File: src/sv/bvma_pkg.sv
package bvma_pkg;

	localparam int unsigned SAMPLE_W = 10;
	localparam int unsigned LEVEL_W  = 8;
	localparam int unsigned DSR_W    = 16;
	localparam int unsigned OFFSET_W = 8;
	localparam int unsigned CFG_IDX_W = 2;
	localparam int unsigned CFG_DATA_W = 16;
	localparam int unsigned NORM_SCALE = 16;
	localparam int unsigned NORM_SHIFT = 4;
	localparam int unsigned SCALED_W = 14;

	localparam logic [CFG_IDX_W-1:0] CFG_VOLT_DIVISOR = 2'd0;
	localparam logic [CFG_IDX_W-1:0] CFG_VOLT_OFFSET  = 2'd1;

	localparam logic [LEVEL_W-1:0] LEVEL_MAX = 8'hFF;

	typedef enum logic [2:0] {
		ST_IDLE,
		ST_READ,
		ST_NORM,
		ST_START_SCALE,
		ST_WAIT_SCALE,
		ST_OUT
	} state_t;

endpackage

File: src/sv/bvma_ring.sv
module bvma_ring #(
	parameter int unsigned DEPTH = 16,
	parameter int unsigned AW    = 4
) (
	input  logic                          clk,
	input  logic                          arst_n,
	input  logic                          rd_en,
	input  logic [AW-1:0]                 rd_addr,
	output logic [bvma_pkg::SAMPLE_W-1:0] rd_data,
	input  logic                          wr_en,
	input  logic [AW-1:0]                 wr_addr,
	input  logic [bvma_pkg::SAMPLE_W-1:0] wr_data
);

	logic [bvma_pkg::SAMPLE_W-1:0] mem [DEPTH];
	logic [DEPTH-1:0]              valid_q;
	logic [bvma_pkg::SAMPLE_W-1:0] rd_data_q;
	logic                          rd_valid_q;

	always_ff @(posedge clk) begin
		if (wr_en) begin
			mem[wr_addr] <= wr_data;
		end
		if (rd_en) begin
			rd_data_q <= mem[rd_addr];
		end
	end

	always_ff @(posedge clk or negedge arst_n) begin
		if (!arst_n) begin
			valid_q    <= '0;
			rd_valid_q <= 1'b0;
		end else begin
			if (wr_en) begin
				valid_q[wr_addr] <= 1'b1;
			end
			if (rd_en) begin
				rd_valid_q <= valid_q[rd_addr];
			end
		end
	end

	assign rd_data = rd_valid_q ? rd_data_q : '0;

endmodule

File: src/sv/bvma_div.sv
module bvma_div #(
	parameter int unsigned N = 14
) (
	input  logic                       clk,
	input  logic                       arst_n,
	input  logic                       start,
	input  logic [N-1:0]               dividend,
	input  logic [bvma_pkg::DSR_W-1:0] divisor,
	output logic                       done,
	output logic [N-1:0]               quotient
);

	localparam int unsigned DW = bvma_pkg::DSR_W;
	localparam int unsigned CW = $clog2(N + 1);

	logic          busy_q;
	logic          done_q;
	logic [CW-1:0] cnt_q;
	logic [N-1:0]  dvd_q;
	logic [DW-1:0] rem_q;
	logic [DW-1:0] dsr_q;
	logic [DW:0]   shifted;
	logic          fits;

	assign shifted = {rem_q, dvd_q[N-1]};
	assign fits    = shifted >= {1'b0, dsr_q};

	always_ff @(posedge clk or negedge arst_n) begin
		if (!arst_n) begin
			busy_q <= 1'b0;
			done_q <= 1'b0;
			cnt_q  <= '0;
		end else begin
			done_q <= 1'b0;
			if (start && !busy_q) begin
				busy_q <= 1'b1;
				cnt_q  <= CW'(N);
			end else if (busy_q) begin
				cnt_q <= cnt_q - 1'b1;
				if (cnt_q == CW'(1)) begin
					busy_q <= 1'b0;
					done_q <= 1'b1;
				end
			end
		end
	end

	always_ff @(posedge clk) begin
		if (start && !busy_q) begin
			dvd_q <= dividend;
			rem_q <= '0;
			dsr_q <= divisor;
		end else if (busy_q) begin
			rem_q <= fits ? DW'(shifted - {1'b0, dsr_q}) : DW'(shifted);
			dvd_q <= {dvd_q[N-2:0], fits};
		end
	end

	assign done     = done_q;
	assign quotient = dvd_q;

endmodule

File: src/sv/battery_voltage_moving_average.sv
// Boxcar average of battery converter samples, scaled to an 8-bit level.
// Input channel: in_valid / in_stall with adc_sample; a transfer happens on a
// rising edge with in_valid high and in_stall low. Output channel: out_valid /
// out_stall with battery_level, same transfer rule.
// Configuration: cfg_we with cfg_index (0 divisor, 1 offset) and cfg_data; the
// user must write these only while the block is idle, which the block does not
// enforce; other indexes are ignored. One sample is processed at a time: it
// passes the steps READ, NORM, START_SCALE, WAIT_SCALE and OUT, and out_valid
// rises once OUT hands the level to the output register. The restoring divider
// yields one quotient bit per cycle of an N-bit dividend (14 bits for WINDOW up
// to 16, up to 16 bits at 64). Above 16 the division by WINDOW is a reciprocal
// multiplication in the NORM step. The next sample can be taken while the last
// level waits in the output register.
// Reset clears the ring (through per-entry valid bits), sum, pointer, and
// sets divisor 1 and offset 0. A stalled output holds its level, and a new
// finished level waits in the last step until the output register drains.
module battery_voltage_moving_average #(
	parameter int unsigned WINDOW = 16
) (
	input  logic                            clk,
	input  logic                            arst_n,
	input  logic                            in_valid,
	output logic                            in_stall,
	input  logic [bvma_pkg::SAMPLE_W-1:0]   adc_sample,
	output logic                            out_valid,
	input  logic                            out_stall,
	output logic [bvma_pkg::LEVEL_W-1:0]    battery_level,
	input  logic                            cfg_we,
	input  logic [bvma_pkg::CFG_IDX_W-1:0]  cfg_index,
	input  logic [bvma_pkg::CFG_DATA_W-1:0] cfg_data
);

	localparam int unsigned AW    = (WINDOW > 1) ? $clog2(WINDOW) : 1;
	localparam int unsigned SUM_W = $clog2(WINDOW * 1023 + 1);
	localparam int unsigned NUM_W = (SUM_W > bvma_pkg::SCALED_W) ? SUM_W
	                                                             : bvma_pkg::SCALED_W;
	localparam int unsigned MULT  = (WINDOW < bvma_pkg::NORM_SCALE)
	                                ? bvma_pkg::NORM_SCALE / WINDOW : 1;
	localparam bit          WIDE  = WINDOW > bvma_pkg::NORM_SCALE;
	localparam int unsigned RCP_SH = SUM_W + AW;
	localparam int unsigned RCP_W  = SUM_W + 1;
	localparam int unsigned PRD_W  = SUM_W + RCP_W;
	localparam logic [RCP_W-1:0] RCP = RCP_W'(((64'd1 << RCP_SH) + 64'(WINDOW) - 64'd1)
	                                          / 64'(WINDOW));

	bvma_pkg::state_t state_q, state_d;

	logic [bvma_pkg::DSR_W-1:0]    divisor_q;
	logic [bvma_pkg::OFFSET_W-1:0] offset_q;
	logic [AW-1:0]                 ptr_q;
	logic [SUM_W-1:0]              sum_q;
	logic [bvma_pkg::SAMPLE_W-1:0] sample_q;
	logic [NUM_W-1:0]              scaled_q;
	logic [NUM_W-1:0]              quot_q;
	logic                          out_valid_q;
	logic [bvma_pkg::LEVEL_W-1:0]  level_q;

	logic                          in_xfer;
	logic                          out_free;
	logic [bvma_pkg::SAMPLE_W-1:0] old_sample;
	logic                          ring_wr;
	logic                          div_start;
	logic [NUM_W-1:0]              div_dividend;
	logic [bvma_pkg::DSR_W-1:0]    div_divisor;
	logic                          div_done;
	logic [NUM_W-1:0]              div_quot;
	logic [NUM_W:0]                level_sum;
	logic [AW-1:0]                 ptr_next;
	logic [PRD_W-1:0]              norm_prod;

	assign in_xfer  = in_valid && !in_stall;
	assign out_free = !out_valid_q || !out_stall;
	assign ptr_next = (ptr_q == AW'(WINDOW - 1)) ? '0 : ptr_q + 1'b1;
	assign norm_prod = PRD_W'(sum_q) * PRD_W'(RCP);

	bvma_ring #(
		.DEPTH(WINDOW),
		.AW   (AW)
	) u_ring (
		.clk    (clk),
		.arst_n (arst_n),
		.rd_en  (in_xfer),
		.rd_addr(ptr_q),
		.rd_data(old_sample),
		.wr_en  (ring_wr),
		.wr_addr(ptr_q),
		.wr_data(sample_q)
	);

	bvma_div #(
		.N(NUM_W)
	) u_div (
		.clk     (clk),
		.arst_n  (arst_n),
		.start   (div_start),
		.dividend(div_dividend),
		.divisor (div_divisor),
		.done    (div_done),
		.quotient(div_quot)
	);

	always_comb begin
		state_d = state_q;
		unique case (state_q)
			bvma_pkg::ST_IDLE: begin
				if (in_xfer) begin
					state_d = bvma_pkg::ST_READ;
				end
			end
			bvma_pkg::ST_READ:        state_d = bvma_pkg::ST_NORM;
			bvma_pkg::ST_NORM:        state_d = bvma_pkg::ST_START_SCALE;
			bvma_pkg::ST_START_SCALE: state_d = bvma_pkg::ST_WAIT_SCALE;
			bvma_pkg::ST_WAIT_SCALE: begin
				if (div_done) begin
					state_d = bvma_pkg::ST_OUT;
				end
			end
			bvma_pkg::ST_OUT: begin
				if (out_free) begin
					state_d = bvma_pkg::ST_IDLE;
				end
			end
			default: state_d = bvma_pkg::ST_IDLE;
		endcase
	end

	always_comb begin
		in_stall     = 1'b1;
		ring_wr      = 1'b0;
		div_start    = 1'b0;
		div_dividend = scaled_q;
		div_divisor  = (divisor_q == '0) ? bvma_pkg::DSR_W'(1) : divisor_q;
		unique case (state_q)
			bvma_pkg::ST_IDLE:  in_stall = 1'b0;
			bvma_pkg::ST_READ:  ring_wr  = 1'b1;
			bvma_pkg::ST_START_SCALE: div_start = 1'b1;
			default: ;
		endcase
	end

	assign level_sum = {1'b0, quot_q} + (NUM_W + 1)'(offset_q);

	always_ff @(posedge clk or negedge arst_n) begin
		if (!arst_n) begin
			state_q     <= bvma_pkg::ST_IDLE;
			divisor_q   <= bvma_pkg::DSR_W'(1);
			offset_q    <= '0;
			ptr_q       <= '0;
			sum_q       <= '0;
			out_valid_q <= 1'b0;
		end else begin
			state_q <= state_d;
			if (cfg_we) begin
				if (cfg_index == bvma_pkg::CFG_VOLT_DIVISOR) begin
					divisor_q <= cfg_data;
				end else if (cfg_index == bvma_pkg::CFG_VOLT_OFFSET) begin
					offset_q <= cfg_data[bvma_pkg::OFFSET_W-1:0];
				end
			end
			if (state_q == bvma_pkg::ST_READ) begin
				sum_q <= sum_q + SUM_W'(sample_q) - SUM_W'(old_sample);
				ptr_q <= ptr_next;
			end
			if (state_q == bvma_pkg::ST_OUT && out_free) begin
				out_valid_q <= 1'b1;
			end else if (out_valid_q && !out_stall) begin
				out_valid_q <= 1'b0;
			end
		end
	end

	always_ff @(posedge clk) begin
		if (in_xfer) begin
			sample_q <= adc_sample;
		end
		if (state_q == bvma_pkg::ST_NORM) begin
			if (WIDE) begin
				scaled_q <= NUM_W'(norm_prod >> RCP_SH) << bvma_pkg::NORM_SHIFT;
			end else begin
				scaled_q <= NUM_W'(sum_q) * NUM_W'(MULT);
			end
		end
		if (state_q == bvma_pkg::ST_WAIT_SCALE && div_done) begin
			quot_q <= div_quot;
		end
		if (state_q == bvma_pkg::ST_OUT && out_free) begin
			level_q <= (level_sum > (NUM_W + 1)'(bvma_pkg::LEVEL_MAX))
			           ? bvma_pkg::LEVEL_MAX : level_sum[bvma_pkg::LEVEL_W-1:0];
		end
	end

	assign out_valid     = out_valid_q;
	assign battery_level = level_q;

endmodule
File: config.mk
export PLATFORM = sky130hd
export DESIGN_NAME = battery_voltage_moving_average
export DESIGN_NICKNAME = d
export VERILOG_FILES = /design/src/sv/bvma_pkg.sv /design/src/sv/bvma_ring.sv /design/src/sv/bvma_div.sv /design/src/sv/battery_voltage_moving_average.sv
export SDC_FILE = /design/constraint.sdc
export NUM_CORES = 1
export LEC_CHECK = 0
export ABC_AREA = 1
export BUFFER_PORTS_ARGS = -buffer_cell sky130_fd_sc_hd__buf_2
export CORE_UTILIZATION = 45
export CTS_BUF_LIST = sky130_fd_sc_hd__clkbuf_8
export DETAILED_ROUTE_END_ITERATION = 16
export SYNTH_ARGS = -nofsm -noshare
export SYNTH_HDL_FRONTEND = slang
export SYNTH_HIERARCHICAL = 1
export SYNTH_SLANG_ARGS = --single-unit
File: constraint.sdc
create_clock -name clk -period 3.2 [get_ports clk]
set_input_delay 0.48 -clock clk [delete_from_list [all_inputs] [get_ports clk]]
set_output_delay 0.48 -clock clk [all_outputs]
set_load 0.05 [all_outputs]
Word level (Yosys, flattened, before mapping). Memories as Yosys holds them, arrays and structs flattened. A register that Yosys moved wholly into a read port is not among the register bits. Cells that the tools add are included.

Logic and storage cells: 88. Bits of input ports: 33. Bits in registers: 161. Output and inout port bits: 10. Memories: 1. Bits in writable memories: 160.

Memory list: u_ring.mem (depth 16, width 10, rd ports 1, clocked after Yosys merged registers in 1, write ports 1, line bvma_ring.sv:15) `logic [bvma_pkg::SAMPLE_W-1:0] mem [DEPTH];`.

Mux-type cells: 28. Reductions and logical operators: 18. Bitwise operators: 2. Magnitude comparators: 4. Equality and inequality tests: 11. Add/subtract/negate cells: 6.

Operators by type and width (number): $mux 14 (2); $pmux 3 s6 (1); $ge 17x16->1 (1); $logic_not 16->1 (1); $mux 16 (1); $or 16x16->16 (1); $sub 16x16->16 (1); $add 14x8->15 (1); $gt 15x8->1 const B (1); $mux 1 (15); $add 14x10->14 (1); $sub 14x10->14 (1); $mux 4 (3); $mux 10 (1); $mux 3 (3); $eq 3x2->1 const B (2); $eq 3x3->1 const B (2); $logic_and 1x1->1 (6); $reduce_and 3->1 (2); $lt 4x5->1 const B (1); $add 4x1->4 const B (1); $bmux 1 s4 (1); $demux 1 s4 (1); $eq 4x1->1 const B (1); other kinds (14) (18).

Depth between registers and ports, before layout.
Depth after elaboration: 5. Mapped depth: 16. Depth with buffers taken out: 15.

By module. Netlist, hierarchy kept.

By module, submodules not included: bvma_ring (area each 7599.8 um^2, seq. area each 5530.3 um^2, cells an instance 596, times used 1); battery_voltage_moving_average (area each 5111.2 um^2, seq. area each 2533.7 um^2, cells an instance 569, times used 1); bvma_div (area each 3276.9 um^2, seq. area each 1371.3 um^2, cells an instance 441, times used 1).

Worst setup path before layout. Ideal clock, no wire load.

Path type: register -> register. Start point: reg u_ring.rd_valid_q. End point: reg sum_q[9]. Period minus slack after synthesis: 2.465 ns. Library setup time: 0.117 ns. Data required time: 3.083 ns. Stages on the path, launching flop included: 14. Data arrival time: 2.348 ns. Buffers on the path: 1. Setup slack: 0.735 ns. Cells stage by stage: dfrtp_1 > clkbuf_1 > nand2_1 > inv_1 > fa_1 > inv_1 > ha_1 > a21oi_1 > o21ai_0 > a21oi_1 > nand2_1 > or2_2 > nand3_1 > nand2_1.

Cells in the longest elaborated chain, start to end: 2.

Ends and longest elaborated chain: from (decl) (line bvma_ring.sv:18) `logic rd_valid_q;`; from (signal assigned) (line bvma_ring.sv:38) `rd_valid_q <= valid_q[rd_addr];`; $mux 10 (line bvma_ring.sv:43) `assign rd_data = rd_valid_q ? rd_data_q : '0;`; via old_sample, one bit (line battery_voltage_moving_average.sv:60) `logic [bvma_pkg::SAMPLE_W-1:0] old_sample;`; $sub 14x10->14 (line battery_voltage_moving_average.sv:161) `sum_q <= sum_q + SUM_W'(sample_q) - SUM_W'(old_sample);`; to (signal assigned) (line battery_voltage_moving_average.sv:161); to (decl) (line battery_voltage_moving_average.sv:51) `logic [SUM_W-1:0] sum_q;`.

The timed path passes the listed nets, and every way through them passes these cells. A chain may end at the register's enable or synchronous reset.

Worst setup path in the final report. Same ends and word-level chain as after synthesis.

==> results.sh <==
export IMPL_status="finished, final reports clean"
export IMPL_avgSynthCellArea_um2=9.955
export IMPL_timing_hold_ws_ps=37.02
export IMPL_clkLatencyLatePin_ps=620
export IMPL_grt_util_met3_pct=3.717
export IMPL_die_area_um2=36290
export IMPL_top_usage_layer="met2"
export IMPL_fin_worst_skew_ps=48.44
export IMPL_rsz0062_at_grt="no"
export IMPL_wl_mm=34.60
export IMPL_clock_root_buffer="clkbuf_8"
export IMPL_clock_fmax_ghz=0.3723
export IMPL_synth_area_leader_cell="edfxtp_1"
export IMPL_min_period_ps=2686
export IMPL_synth_edf_count=246
export IMPL_synthArstFlopShare_pct=20.85
export IMPL_grt_total_usage_pct=19.78
export IMPL_grt_first_pass_wirelength_mm=56.40
export IMPL_overflow=0
export IMPL_hold_buffers=3
export IMPL_syn_area_um2=15990
export IMPL_cts_tree="built"
export IMPL_clockBufferDepth=3
export IMPL_synth_top_cells_by_area="edfxtp_1, dfrtp_1, nand2_1, inv_1, nor2_1"
export IMPL_drive_above_1_share_pct=14.93
export IMPL_synth_seq_area_share_pct=59.02
export IMPL_numClockSinks=331
export IMPL_holdCritPathClass="primary input to asynchronous set/reset pin"
export IMPL_ir_drop_uv=465.4
export IMPL_dr_total_vias=11026
export IMPL_synthesis_instances=1606
export IMPL_postPlaceCellArea_um2=16740
export IMPL_fin_tns_setup_ps=0
export IMPL_synth_ff_type="edfxtp_1"
export IMPL_slew_viol_final=0
export IMPL_antenna_left=0
export IMPL_power_leakage_nw=7.721
export IMPL_antenna_found_initial=0
export IMPL_cts_resized=0
export IMPL_drc=0
export IMPL_nFillCells=3205
export IMPL_grt_use_met2_pct=33.69
export IMPL_ys_warn_count=6
export IMPL_final_nets=1771
export IMPL_std_cell_rows=68
export IMPL_cp_arrival_ps=3160
export IMPL_setup_viol=0
export IMPL_relSlewSlack_pct=17.61
export IMPL_fin_crit_sh_pct=83.94
export IMPL_start_kind="flop"
export IMPL_wl_per_cell_um=15.85
export IMPL_via_per_inst=5.051
export IMPL_most_common_layout_cells="nand2_1, edfxtp_1, inv_1"
export IMPL_path_clk_slew_ps=60
export IMPL_use_met1_pct=25.81
export IMPL_start_util_pct=46.06
export IMPL_final_common_cell="nand2_1"
export IMPL_netlist_area_leader_share_pct=46.20
export IMPL_grt_max_degree=89
export IMPL_maxCapViolations=0
export IMPL_cts_buffers=54
export IMPL_synth_cell_types=48
export IMPL_synth_nets=1692
export IMPL_areaGrowthSynthToFinish_pct=11.65
export IMPL_cp_end_kind="flop"
export IMPL_core_um2=34710
export IMPL_diodes=0
export IMPL_htree_num_levels=2
export IMPL_dp_hpwl_mm=23.22
export IMPL_path_max_fanout=11
export IMPL_cts_setup_buffers=0
export IMPL_power_density_nw_per_um2=950.9
export IMPL_required_ps=3680
export IMPL_die_y_um=190.5
export IMPL_numPortBuffers=42
export IMPL_first_pass_iters=5
export IMPL_gp_congestion=0.8529
export IMPL_finish_instance_area_um2=17850
export IMPL_grt_pass1_vias=10928
export IMPL_multi_input_area_um2=5398
export IMPL_worst_setup_path_type="flop to flop"
export IMPL_chipWidth_um=190.5
export IMPL_hold_violations=0
export IMPL_worst_pin_slew_ps=1231
export IMPL_first_iter_violations=709
export IMPL_synth_seq_cells=331
export IMPL_io_pins=43
export IMPL_seq_area_um2=9438
==> registers in the layout (all words and copies together) (netlist names) <==
signal	count
u_div/cnt_q	4
div_dividend	14
quot_q	14
u_div/dsr_q	16
divisor_q	16
ptr_q	4
u_ring/valid_q	16
u_div/rem_q	16
u_ring/rd_data_q	10
out_valid	1
u_div/quotient	14
state_q	3
u_div/busy_q	1
u_ring/mem	160
sum_q	14
offset_q	8
u_ring/rd_valid_q	1
u_div/done	1
battery_level	8
sample_q	10
==> synthesized netlist by cell type, drive strengths merged (20+ instances only) <==
cell type,instances
clkbuf,40
or2,20
nand2,364
edfxtp,246
o21ai,120
buf,26
a21oi,28
ha,41
o211ai,41
inv,205
dfrtp,68
nand3,123
nor2,185
==> metal layers <==
metal | wire (um) | part of all wire, % | up-vias
met5 | 0 | 0 | -
met4 | 602 | 1.7 | 0
met3 | 1695 | 4.9 | 48
met2 | 16660 | 48 | 234
met1 | 15640 | 45 | 5248
li1 | - | - | 5496
==> critical path, cell delays in order, from the launching register on <==
cell     delay (ps)
dfrtp_1         490
nand2_1         100
inv_1            50
fa_1            470
inv_1            40
ha_1            350
a21oi_1         260
o21ai_0         170
a21oi_1         150
nand2_1          70
or2_2           270
nand3_1          70
nand2_1          50
==> through the flow <==
stage / util [%] / power (mW) / std cells / setup WS [ps]
CTS: 51.42 / 17.14 / 2183 / 519.9
detailed placement: 48.23 / 13.42 / 2081 / 576.0
floorplan: - / 11.78 / 1606 / 734.9
global placement: 48.23 / 13.30 / 2081 / 613.4
finish: 51.42 / 16.97 / 2183 / 513.8
global route: 51.42 / 18.42 / 2183 / 333.3
==> logic make-up after synthesis <==
family / count (synthesis) / synth area share, %
buffers and inverters: 271 / 7.294
DFF: 331 / 59.02
AOI/OAI and AO/OA: 200 / 7.380
adders and majority gates: 53 / 4.711
and+or+nand+nor: 727 / 20.16
muxes: 8 / 0.5635
xor gates and xnor gates: 16 / 0.8765
==> worst paths after layout <==
kind,from,end,slack (ps),cells past startpoint
min in group clk,adc_sample[7],sample_q[7],50,1
worst min-delay path,arst_n,divisor_q[8],40,1
worst min register to register,u_div/quotient[5],quot_q[5],450,0
max in group asynchronous,arst_n,ptr_q[1],2490,1
worst max-delay path,u_ring/rd_valid_q,sum_q[9],510,12
worst max register to register,u_ring/rd_valid_q,sum_q[9],510,12
==> final cells by class <==
cell class / count / share of cell area, %
sequential: 331 / 52.87
tap: 455 / 3.189
inverter: 205 / 4.381
timing repair buffer: 89 / 3.280
multi-input combinational: 1004 / 30.24
clock inverter: 39 / 1.416
clock buffer: 60 / 4.626
==> power by group <==
group	leakage, nW	internal, mW	switching [mW]
Combinational	3.89	2.45	4.60
Clock	0.622	1.97	1.68
Sequential	3.21	5.72	0.557
Total	7.72	10.1	6.83
Power figures use the tool's default switching activity.
